<file path="config.mk">
export PLATFORM = sky130hd
export DESIGN_NAME = priority_bitmap_ready_queue_scheduler_unit
export DESIGN_NICKNAME = d
export VERILOG_FILES = /design/src/hdl/pbrq_pkg.sv /design/src/hdl/priority_bitmap_ready_queue_scheduler_unit.sv
export SDC_FILE = /design/constraint.sdc
export NUM_CORES = 1
export LEC_CHECK = 0
export BUFFER_PORTS_ARGS = -buffer_cell sky130_fd_sc_hd__buf_4
export CAP_MARGIN = 20
export CORE_ASPECT_RATIO = 1.4
export CORE_UTILIZATION = 60
export DETAILED_ROUTE_END_ITERATION = 10
export GPL_TIMING_DRIVEN = 0
export PLACE_DENSITY = 0.76
export SETUP_SLACK_MARGIN = 0.5
export SLEW_MARGIN = 25
export SYNTH_ARGS = -nofsm -noshare
export SYNTH_HDL_FRONTEND = slang
export SYNTH_SLANG_ARGS = --single-unit
</file>
<file path="constraint.sdc">
create_clock -name clk -period 5.04 [get_ports clk]
set_input_delay 1.008 -clock clk [delete_from_list [all_inputs] [get_ports clk]]
set_output_delay 1.008 -clock clk [all_outputs]
set_load 0.1 [all_outputs]
</file>
<file path="src/hdl/pbrq_pkg.sv">
// Package: shared constants and codes for the bitmap priority scheduler.
`default_nettype none
package pbrq_pkg;
  localparam int NUM_THREADS_DEF = 32;
  localparam int NUM_LEVELS_DEF  = 32;

  localparam logic [2:0] OP_READY     = 3'd0;
  localparam logic [2:0] OP_UNREADY   = 3'd1;
  localparam logic [2:0] OP_SELECT    = 3'd2;
  localparam logic [2:0] OP_SET_PRIO  = 3'd3;
  localparam logic [2:0] OP_BLOCK     = 3'd4;
  localparam logic [2:0] OP_YIELD     = 3'd5;
  localparam logic [2:0] OP_READ_PRIO = 3'd6;

  localparam logic [1:0] STAT_OK       = 2'd0;
  localparam logic [1:0] STAT_NO_READY = 2'd1;
  localparam logic [1:0] STAT_BAD      = 2'd2;

  localparam logic [2:0] THR_IDLE       = 3'd0;
  localparam logic [2:0] THR_READY      = 3'd1;
  localparam logic [2:0] THR_RUNNING    = 3'd2;
  localparam logic [2:0] THR_WAITING    = 3'd3;
  localparam logic [2:0] THR_TERMINATED = 3'd4;
endpackage
`default_nettype wire

</file>
<file path="src/hdl/priority_bitmap_ready_queue_scheduler_unit.sv">
// Top level: thread scheduler with per-level FIFO ready queues in link memories.
// S_DEC decodes the beat, a list pass is an S_RD read then an S_EXEC write, and S_FIN
// raises done. Ready and yield put at a tail, unready takes out, set priority on a ready
// thread moves it to the new tail, select heads a preempted runner and takes the top head.
// Throughput: one op at a time; busy drops with the result beat, which shows for one cycle.
// Reset (rst, synchronous): all threads idle at priority 0, no level ready, no current thread.
`default_nettype none
module priority_bitmap_ready_queue_scheduler_unit #(
  parameter int NUM_THREADS = pbrq_pkg::NUM_THREADS_DEF,
  parameter int NUM_LEVELS  = pbrq_pkg::NUM_LEVELS_DEF
) (
  input  wire logic       clk,
  input  wire logic       rst,
  input  wire logic       start,
  output logic            busy,
  input  wire logic [2:0] op,
  input  wire logic [4:0] thread_id,
  input  wire logic [4:0] priority_req,
  input  wire logic       block_kind,
  output logic            done,
  output logic [4:0]      chosen_thread,
  output logic            chosen_valid,
  output logic [4:0]      priority_out,
  output logic            reschedule,
  output logic [1:0]      status
);
  localparam int TW = (NUM_THREADS > 1) ? $clog2(NUM_THREADS) : 1;
  localparam int LW = (NUM_LEVELS > 1) ? $clog2(NUM_LEVELS) : 1;

  // sequencer states
  localparam logic [2:0] S_IDLE = 3'd0;
  localparam logic [2:0] S_DEC  = 3'd1;
  localparam logic [2:0] S_RD   = 3'd2;
  localparam logic [2:0] S_EXEC = 3'd3;
  localparam logic [2:0] S_FIN  = 3'd4;

  // list primitives run by one read pass and one write pass (P_FIND writes nothing)
  localparam logic [1:0] P_PUT_TAIL = 2'd0;
  localparam logic [1:0] P_PUT_HEAD = 2'd1;
  localparam logic [1:0] P_TAKE     = 2'd2;
  localparam logic [1:0] P_FIND     = 2'd3;

  logic [2:0]  state;
  logic [1:0]  prim;
  logic [2:0]  op_r;
  logic [4:0]  tid_r;
  logic [LW-1:0] req_r;
  logic        kind_r;
  logic [TW-1:0] t;
  logic [LW-1:0] lv;
  logic [LW-1:0] hi_r;

  logic [NUM_LEVELS-1:0] ready_bitmap;
  logic [LW-1:0] thread_prio [NUM_THREADS];
  logic [2:0]    thread_status [NUM_THREADS];
  logic [TW-1:0] current_thread;
  logic          current_valid;
  logic          cur_run;   // status of current thread is running
  logic [LW-1:0] cur_prio;  // mirror of the current thread's priority

  // link and queue-end memories, read data registered
  logic [TW-1:0] next_link  [NUM_THREADS];
  logic [TW-1:0] prev_link  [NUM_THREADS];
  logic [TW-1:0] level_head [NUM_LEVELS];
  logic [TW-1:0] level_tail [NUM_LEVELS];
  logic [TW-1:0] rd_nxt, rd_prv, rd_head, rd_tail;

  logic          nxt_we, prv_we, head_we, tail_we;
  logic [TW-1:0] nxt_wa, nxt_wd, prv_wa, prv_wd, head_wd, tail_wd;

  // highest non-empty level
  logic [LW-1:0] hi_lv;
  logic          hi_any;
  always_comb begin
    hi_lv  = '0;
    hi_any = 1'b0;
    for (int i = 0; i < NUM_LEVELS; i++) begin
      if (ready_bitmap[i]) begin
        hi_lv  = LW'(i);
        hi_any = 1'b1;
      end
    end
  end

  logic          running;
  logic          tid_ok;
  logic [TW-1:0] tidx;
  logic [2:0]    st_t;
  logic [LW-1:0] pr_t;
  logic          lv_busy;
  logic          is_head, is_tail;
  assign running = current_valid & cur_run;
  assign tid_ok  = 32'(tid_r) < NUM_THREADS;
  assign tidx    = TW'(tid_r);
  assign st_t    = thread_status[tidx];
  assign pr_t    = thread_prio[tidx];
  assign lv_busy = ready_bitmap[lv];
  assign is_head = rd_head == t;
  assign is_tail = rd_tail == t;
  assign busy    = state != S_IDLE;

  // write ports of the link memories, all driven in the write pass
  always_comb begin
    nxt_we = 1'b0; nxt_wa = t; nxt_wd = t;
    prv_we = 1'b0; prv_wa = t; prv_wd = t;
    head_we = 1'b0; head_wd = t;
    tail_we = 1'b0; tail_wd = t;
    if (state == S_EXEC) begin
      case (prim)
        P_PUT_TAIL: begin
          if (lv_busy) begin
            prv_we = 1'b1; prv_wa = t; prv_wd = rd_tail;
            nxt_we = 1'b1; nxt_wa = rd_tail; nxt_wd = t;
            tail_we = 1'b1;
          end else begin
            head_we = 1'b1;
            tail_we = 1'b1;
          end
        end
        P_PUT_HEAD: begin
          if (lv_busy) begin
            nxt_we = 1'b1; nxt_wa = t; nxt_wd = rd_head;
            prv_we = 1'b1; prv_wa = rd_head; prv_wd = t;
            head_we = 1'b1;
          end else begin
            head_we = 1'b1;
            tail_we = 1'b1;
          end
        end
        P_TAKE: begin
          if (is_head && is_tail) begin
            // level empties, bitmap clears below
          end else if (is_head) begin
            head_we = 1'b1; head_wd = rd_nxt;
          end else if (is_tail) begin
            tail_we = 1'b1; tail_wd = rd_prv;
          end else begin
            nxt_we = 1'b1; nxt_wa = rd_prv; nxt_wd = rd_nxt;
            prv_we = 1'b1; prv_wa = rd_nxt; prv_wd = rd_prv;
          end
        end
        default: begin
        end
      endcase
    end
  end

  always_ff @(posedge clk) begin
    rd_nxt  <= next_link[t];
    rd_prv  <= prev_link[t];
    rd_head <= level_head[lv];
    rd_tail <= level_tail[lv];
    if (nxt_we) next_link[nxt_wa] <= nxt_wd;
    if (prv_we) prev_link[prv_wa] <= prv_wd;
    if (head_we) level_head[lv] <= head_wd;
    if (tail_we) level_tail[lv] <= tail_wd;
  end

  // sequencer, thread table and result registers
  always_ff @(posedge clk) begin
    if (rst) begin
      state          <= S_IDLE;
      done           <= 1'b0;
      ready_bitmap   <= '0;
      current_thread <= '0;
      current_valid  <= 1'b0;
      cur_run        <= 1'b0;
      cur_prio       <= '0;
      for (int i = 0; i < NUM_THREADS; i++) begin
        thread_prio[i]   <= '0;
        thread_status[i] <= pbrq_pkg::THR_IDLE;
      end
    end else begin
      done <= 1'b0;
      case (state)
        S_IDLE: begin
          if (start) begin
            // latch the beat and clear the result fields other than reschedule
            op_r   <= op;
            tid_r  <= thread_id;
            kind_r <= block_kind;
            req_r  <= (32'(priority_req) > NUM_LEVELS - 1) ? LW'(NUM_LEVELS - 1)
                                                           : LW'(priority_req);
            chosen_thread <= '0;
            chosen_valid  <= 1'b0;
            priority_out  <= '0;
            status        <= pbrq_pkg::STAT_OK;
            state         <= S_DEC;
          end
        end
        S_DEC: begin
          state <= S_FIN;
          case (op_r)
            pbrq_pkg::OP_READY: begin
              if (!tid_ok || st_t == pbrq_pkg::THR_READY ||
                  st_t == pbrq_pkg::THR_TERMINATED) begin
                status <= pbrq_pkg::STAT_BAD;
              end else begin
                t <= tidx; lv <= pr_t; prim <= P_PUT_TAIL; state <= S_RD;
              end
            end
            pbrq_pkg::OP_UNREADY: begin
              if (!tid_ok || st_t != pbrq_pkg::THR_READY) begin
                status <= pbrq_pkg::STAT_BAD;
              end else begin
                t <= tidx; lv <= pr_t; prim <= P_TAKE; state <= S_RD;
              end
            end
            pbrq_pkg::OP_SELECT: begin
              if (running) begin
                if (hi_any && hi_lv > cur_prio) begin
                  // preempt: current goes back to the head of its level
                  t <= current_thread; lv <= cur_prio; hi_r <= hi_lv;
                  prim <= P_PUT_HEAD; state <= S_RD;
                end else begin
                  chosen_thread <= 5'(current_thread);
                  chosen_valid  <= 1'b1;
                end
              end else if (!hi_any) begin
                status <= pbrq_pkg::STAT_NO_READY;
              end else begin
                lv <= hi_lv; prim <= P_FIND; state <= S_RD;
              end
            end
            pbrq_pkg::OP_SET_PRIO: begin
              if (!tid_ok) begin
                status <= pbrq_pkg::STAT_BAD;
              end else if (pr_t != req_r) begin
                if (st_t == pbrq_pkg::THR_READY) begin
                  t <= tidx; lv <= pr_t; prim <= P_TAKE; state <= S_RD;
                end else begin
                  thread_prio[tidx] <= req_r;
                  if (tidx == current_thread) cur_prio <= req_r;
                end
              end
            end
            pbrq_pkg::OP_BLOCK: begin
              if (!running) begin
                status <= pbrq_pkg::STAT_BAD;
              end else begin
                thread_status[current_thread] <= kind_r ? pbrq_pkg::THR_TERMINATED
                                                        : pbrq_pkg::THR_WAITING;
                cur_run <= 1'b0;
              end
            end
            pbrq_pkg::OP_YIELD: begin
              if (!running) begin
                status <= pbrq_pkg::STAT_BAD;
              end else if (ready_bitmap[cur_prio]) begin
                t <= current_thread; lv <= cur_prio; prim <= P_PUT_TAIL; state <= S_RD;
              end
            end
            pbrq_pkg::OP_READ_PRIO: begin
              if (!tid_ok) begin
                status <= pbrq_pkg::STAT_BAD;
              end else begin
                chosen_thread <= tid_r;
                chosen_valid  <= 1'b1;
                priority_out  <= 5'(pr_t);
              end
            end
            default: begin
              status <= pbrq_pkg::STAT_BAD;
            end
          endcase
        end
        S_RD: begin
          // read data for (t, lv) lands in the rd_* registers
          state <= S_EXEC;
        end
        S_EXEC: begin
          state <= S_FIN;
          case (prim)
            P_PUT_TAIL, P_PUT_HEAD: begin
              if (!lv_busy) ready_bitmap[lv] <= 1'b1;
              thread_status[t] <= pbrq_pkg::THR_READY;
              if (t == current_thread) cur_run <= 1'b0;
              if (op_r == pbrq_pkg::OP_SELECT) begin
                lv <= hi_r; prim <= P_FIND; state <= S_RD;
              end
            end
            P_FIND: begin
              t <= rd_head; prim <= P_TAKE; state <= S_RD;
            end
            default: begin
              if (is_head && is_tail) ready_bitmap[lv] <= 1'b0;
              if (op_r == pbrq_pkg::OP_SELECT) begin
                // head of the top level becomes the running thread
                thread_status[t] <= pbrq_pkg::THR_RUNNING;
                current_thread   <= t;
                current_valid    <= 1'b1;
                cur_run          <= 1'b1;
                cur_prio         <= lv;
                chosen_thread    <= 5'(t);
                chosen_valid     <= 1'b1;
              end else if (op_r == pbrq_pkg::OP_SET_PRIO) begin
                // requeue at the tail of the new level
                thread_status[t] <= pbrq_pkg::THR_IDLE;
                thread_prio[t]   <= req_r;
                if (t == current_thread) begin
                  cur_prio <= req_r;
                  cur_run  <= 1'b0;
                end
                lv <= req_r; prim <= P_PUT_TAIL; state <= S_RD;
              end else begin
                thread_status[t] <= pbrq_pkg::THR_IDLE;
                if (t == current_thread) cur_run <= 1'b0;
              end
            end
          endcase
        end
        S_FIN: begin
          // reschedule reflects the state after the op
          reschedule <= !running || (hi_any && hi_lv > cur_prio);
          done       <= 1'b1;
          state      <= S_IDLE;
        end
        default: begin
          state <= S_IDLE;
        end
      endcase
    end
  end
endmodule
`default_nettype wire

</file>
==> out/metrics.yaml <==
power:
  power_w: 0.0177
  power_density_mw_per_mm2: 360
  netSwitchingFraction_pct: 22.4
  p_int_w: 0.0137
  vdd_ir_drop_max_uv: 286
  seqPwrFrac_pct: 52.6
  switching_power_w: 0.00398
  pwr-share-clk_pct: 40.7
  p_leak_nw: 16.0
  combPwrFrac_pct: 6.7
route:
  drt_first_iter_violations: 3597
  routed_wl_mm: 119
  dr_total_vias: 27506
  dr.pass1.iters: 6
  via_per_inst: 6.76
  wl_per_cell_um: 29.4
  drc: 0
  ant_nets: 0
critical_path:
  regToRegSetupSlack_ns: 0.38
  cp_max_fo: 10
  r2r_cells: 13
  required_ns: 5.34
  r2r-end: "thread_prio[10][4]$_SDFFCE_PN0P_"
  critPathKind: "reg2reg"
  arrival_ns: 4.96
  end_kind: "flip-flop"
  start_kind: "flip-flop"
global_route:
  grt_pass1_wl_mm: 176
  antenna_found_initial: 0
  grt_usage_pct: 32.5
  gr-total-overflow: 0
  grt_pass1_vias: 27866
  grt_start_max_net_pins: 33
clocking:
  cts_root_buf: "clkbuf_16"
  clock_latency_ns: 0.66
  clkTransAtPathRegs_ns: 0.06
  cts_tree: "yes"
  cts.sinks: 1014
  cts_made_buffers: 93
  clock_path_buffers: 3
  h-tree-depth: 3
final_layout:
  syn_to_final_growth_pct: 12.0
  layout.nets: 3068
  nFillCells: 4817
  diodes: 0
  drive_gt1_share_pct: 19.5
sta:
  drv_slew: 0
  skew_ns: 0.0263
  hold_viol_final: 0
  rsz0062_at_grt: "yes"
  max-slew-margin-rel_pct: 27.8
  tightest_slew_ns: 1.08
  clock.fmax_mhz: 215
  finalSetupViolations: 0
  whs_ns: 0.523
  fin_crit_ns: 4.66
  timing.final.crit_share_pct: 92.4
run:
  cap_violations: 0
floorplanning:
  dieArea_mm2: 0.0744
  initial_utilization_pct: 60.6
  die_h_um: 322
  coreArea_mm2: 0.0726
  ioPinCount: 33
  die_x_um: 231
  rows: 117
yosys:
  yosysUniqueCellTypes: 71
  ys_seq_area_share_pct: 67.5
  async_flop_share_pct: 0
  avgSynthCellArea_um2: 15.2
  yosysTopAreaCellShare_pct: 64.2
  synth-main-ff-cell: "edfxtp_1"
  synth_nets: 2920
  ys_seq_elements: 1014
  synth_area_leader_cell: "edfxtp_1"
  syn_inst: 2893
  syn-cell-area_mm2: 0.0440
  synth_edf_count: 941
  yosysWarnings: 0
  synthTopCellsByArea: "edfxtp_1 (64%), mux4_2 (11%), nor2_1 (3.7%)"
place:
  gp_congestion: 0.966
  dpl.hpwl_mm: 83.1
  io_buffer_count: 32
min_path:
  min_path_cells: 1
  hold_end: "op_r[1]$_DFFE_PP_"
  hp-class: "in2reg"
  hp-start: "op[1]"
run_status:
  status: "finished clean"
cells in the mapped netlist, types with 4 or more instances:
master,n
a211oi_1,15
a21oi_1,50
a222oi_1,7
a22oi_1,100
a31oi_1,17
and2_1,15
and3_1,17
buf_1,26
buf_2,26
buf_4,11
buf_6,15
clkbuf_1,122
dfxtp_1,73
edfxtp_1,941
ha_1,10
inv_1,40
mux2_2,24
mux2i_1,120
mux4_2,218
nand2_1,151
nand2b_1,26
nand3_1,71
nand3b_1,14
nand4_1,21
nor2_1,438
nor2_2,8
nor2b_1,22
nor3_1,70
nor3b_1,5
nor4_1,7
o2111ai_1,5
o21a_1,4
o21ai_0,36
o21ai_1,5
o21bai_1,63
o31ai_1,7
or2_2,5
or3_1,11
or3b_1,5
xnor2_1,11
xor2_1,11
sequential cells by signal, indices dropped and copies added (netlist names), 96 cells and up, named ones only:
signal and cells:
next_link 160, prev_link 160, level_head 160, level_tail 160
thread_status 96, thread_prio 160
timing repair:
item	CTS	global route
hold endpoints to repair	0	0
setup endpoints to repair	403	335
hold buffers	0	0
buffers inserted	5	0
pin swaps	0	0
gates resized for setup	46	26
cloned	2	0
stage by stage:
stage / worst slack, ns / utilization (%) / TNS, ns / cell area, um^2 / cells
3_5_place_dp: -0.0321 / 63.2 / -0.160 / 45900 / 3891
6_report: 0.385 / 67.9 / 0 / 49300 / 4069
4_1_cts: 0.353 / 67.7 / 0 / 49200 / 4069
5_1_grt: 0.343 / 67.9 / 0 / 49300 / 4069
2_1_floorplan: 1.12 / - / 0 / 44000 / 2893
3_3_place_gp: -2.18 / 62.6 / -603.45 / 45400 / 3877
critical path, cell delays in order, from the launching register on:
cell      delay [ns]
dfxtp_1         0.35
buf_6           0.18
buf_4           0.23
buf_4           0.29
buf_4           0.30
mux4_2          0.41
a22oi_1         0.22
nand4_1         0.38
xor2_1          0.32
inv_1           0.09
a31oi_2         0.37
a32oi_1         0.31
buf_4           0.30
o21bai_1        0.54
layout make-up:
class / count / area (um^2) / share of cell area (%)
buffer: 200 / 965 / 1.96
timing repair inverter: 2 / 10.0 / 0.0203
clock buffer: 105 / 2410 / 4.90
clock inverter: 66 / 676 / 1.37
tap: 952 / 1190 / 2.42
multi-input combinational: 1638 / 13600 / 27.5
inverter: 41 / 161 / 0.328
sequential: 1014 / 29700 / 60.3
timing repair buffer: 51 / 579 / 1.18
worst max path at each step:
stage | end | slack, ns | cells after the start
final | thread_prio[10][4]$_SDFFCE_PN0P_ | 0.38 | 13
after global routing | thread_prio[11][4]$_SDFFCE_PN0P_ | 0.34 | 12
after CTS | thread_prio[11][4]$_SDFFCE_PN0P_ | 0.35 | 11
after detailed placement | prev_link[20][2]$_DFFE_PP_ | -0.03 | 12
after global placement | next_link[3][0]$_DFFE_PP_ | -2.18 | 9
after floorplan | prev_link[11][0]$_DFFE_PP_ | 1.12 | 10
power by group through the flow:
stage	registers (W)	logic, W	clock network [W]
floorplan	0.00953	0.000678	0
global placement	0.00949	0.00110	0
detailed placement	0.00949	0.00115	0
CTS	0.00931	0.00116	0.00723
global route	0.00932	0.00124	0.00752
finish	0.00931	0.00119	0.00722
routing by layer:
layer	track usage (%)	part of all wire (%)	up-vias
li1	-	-	11492
met1	39.6	35	13763
met2	54.8	50	1819
met3	5.32	8.6	432
met4	19.2	6.3	0
met5	0	0	-
cell usage in the layout, fill, tap and decap left out, types with 9 or more instances in the layout:
cell	n
a211oi_1	15
a21oi_1	50
a22oi_1	100
a31oi_1	15
and2_1	15
and3_1	17
buf_1	20
buf_16	9
buf_2	30
buf_4	50
buf_6	16
bufinv_16	13
clkbuf_1	120
clkbuf_16	95
clkbuf_2	13
clkinv_1	27
clkinv_2	17
dfxtp_1	73
edfxtp_1	941
ha_1	10
inv_1	38
mux2_2	24
mux2i_1	120
mux4_2	218
nand2_1	151
nand2b_1	26
nand3_1	70
nand3b_1	14
nand4_1	21
nor2_1	408
nor2_2	38
nor2b_1	21
nor3_1	65
o21ai_0	32
o21ai_4	12
o21bai_1	39
o21bai_2	24
or3_1	11
xnor2_1	11
xor2_1	11
logic make-up (layout without fill, tap and decap cells):
group,after synthesis,after routing,share of synthesized area [%]
DFF,1014,1014,67.5
and+or+nand+nor,905,905,9.36
muxes,362,362,14.5
AOI/OAI and AO/OA,339,339,5.39
buffers and inverters,241,465,2.48
xor gates and xnor gates,22,22,0.438
adders and majority gates,10,10,0.284
Note: power is estimated with default switching activity, not from simulation.
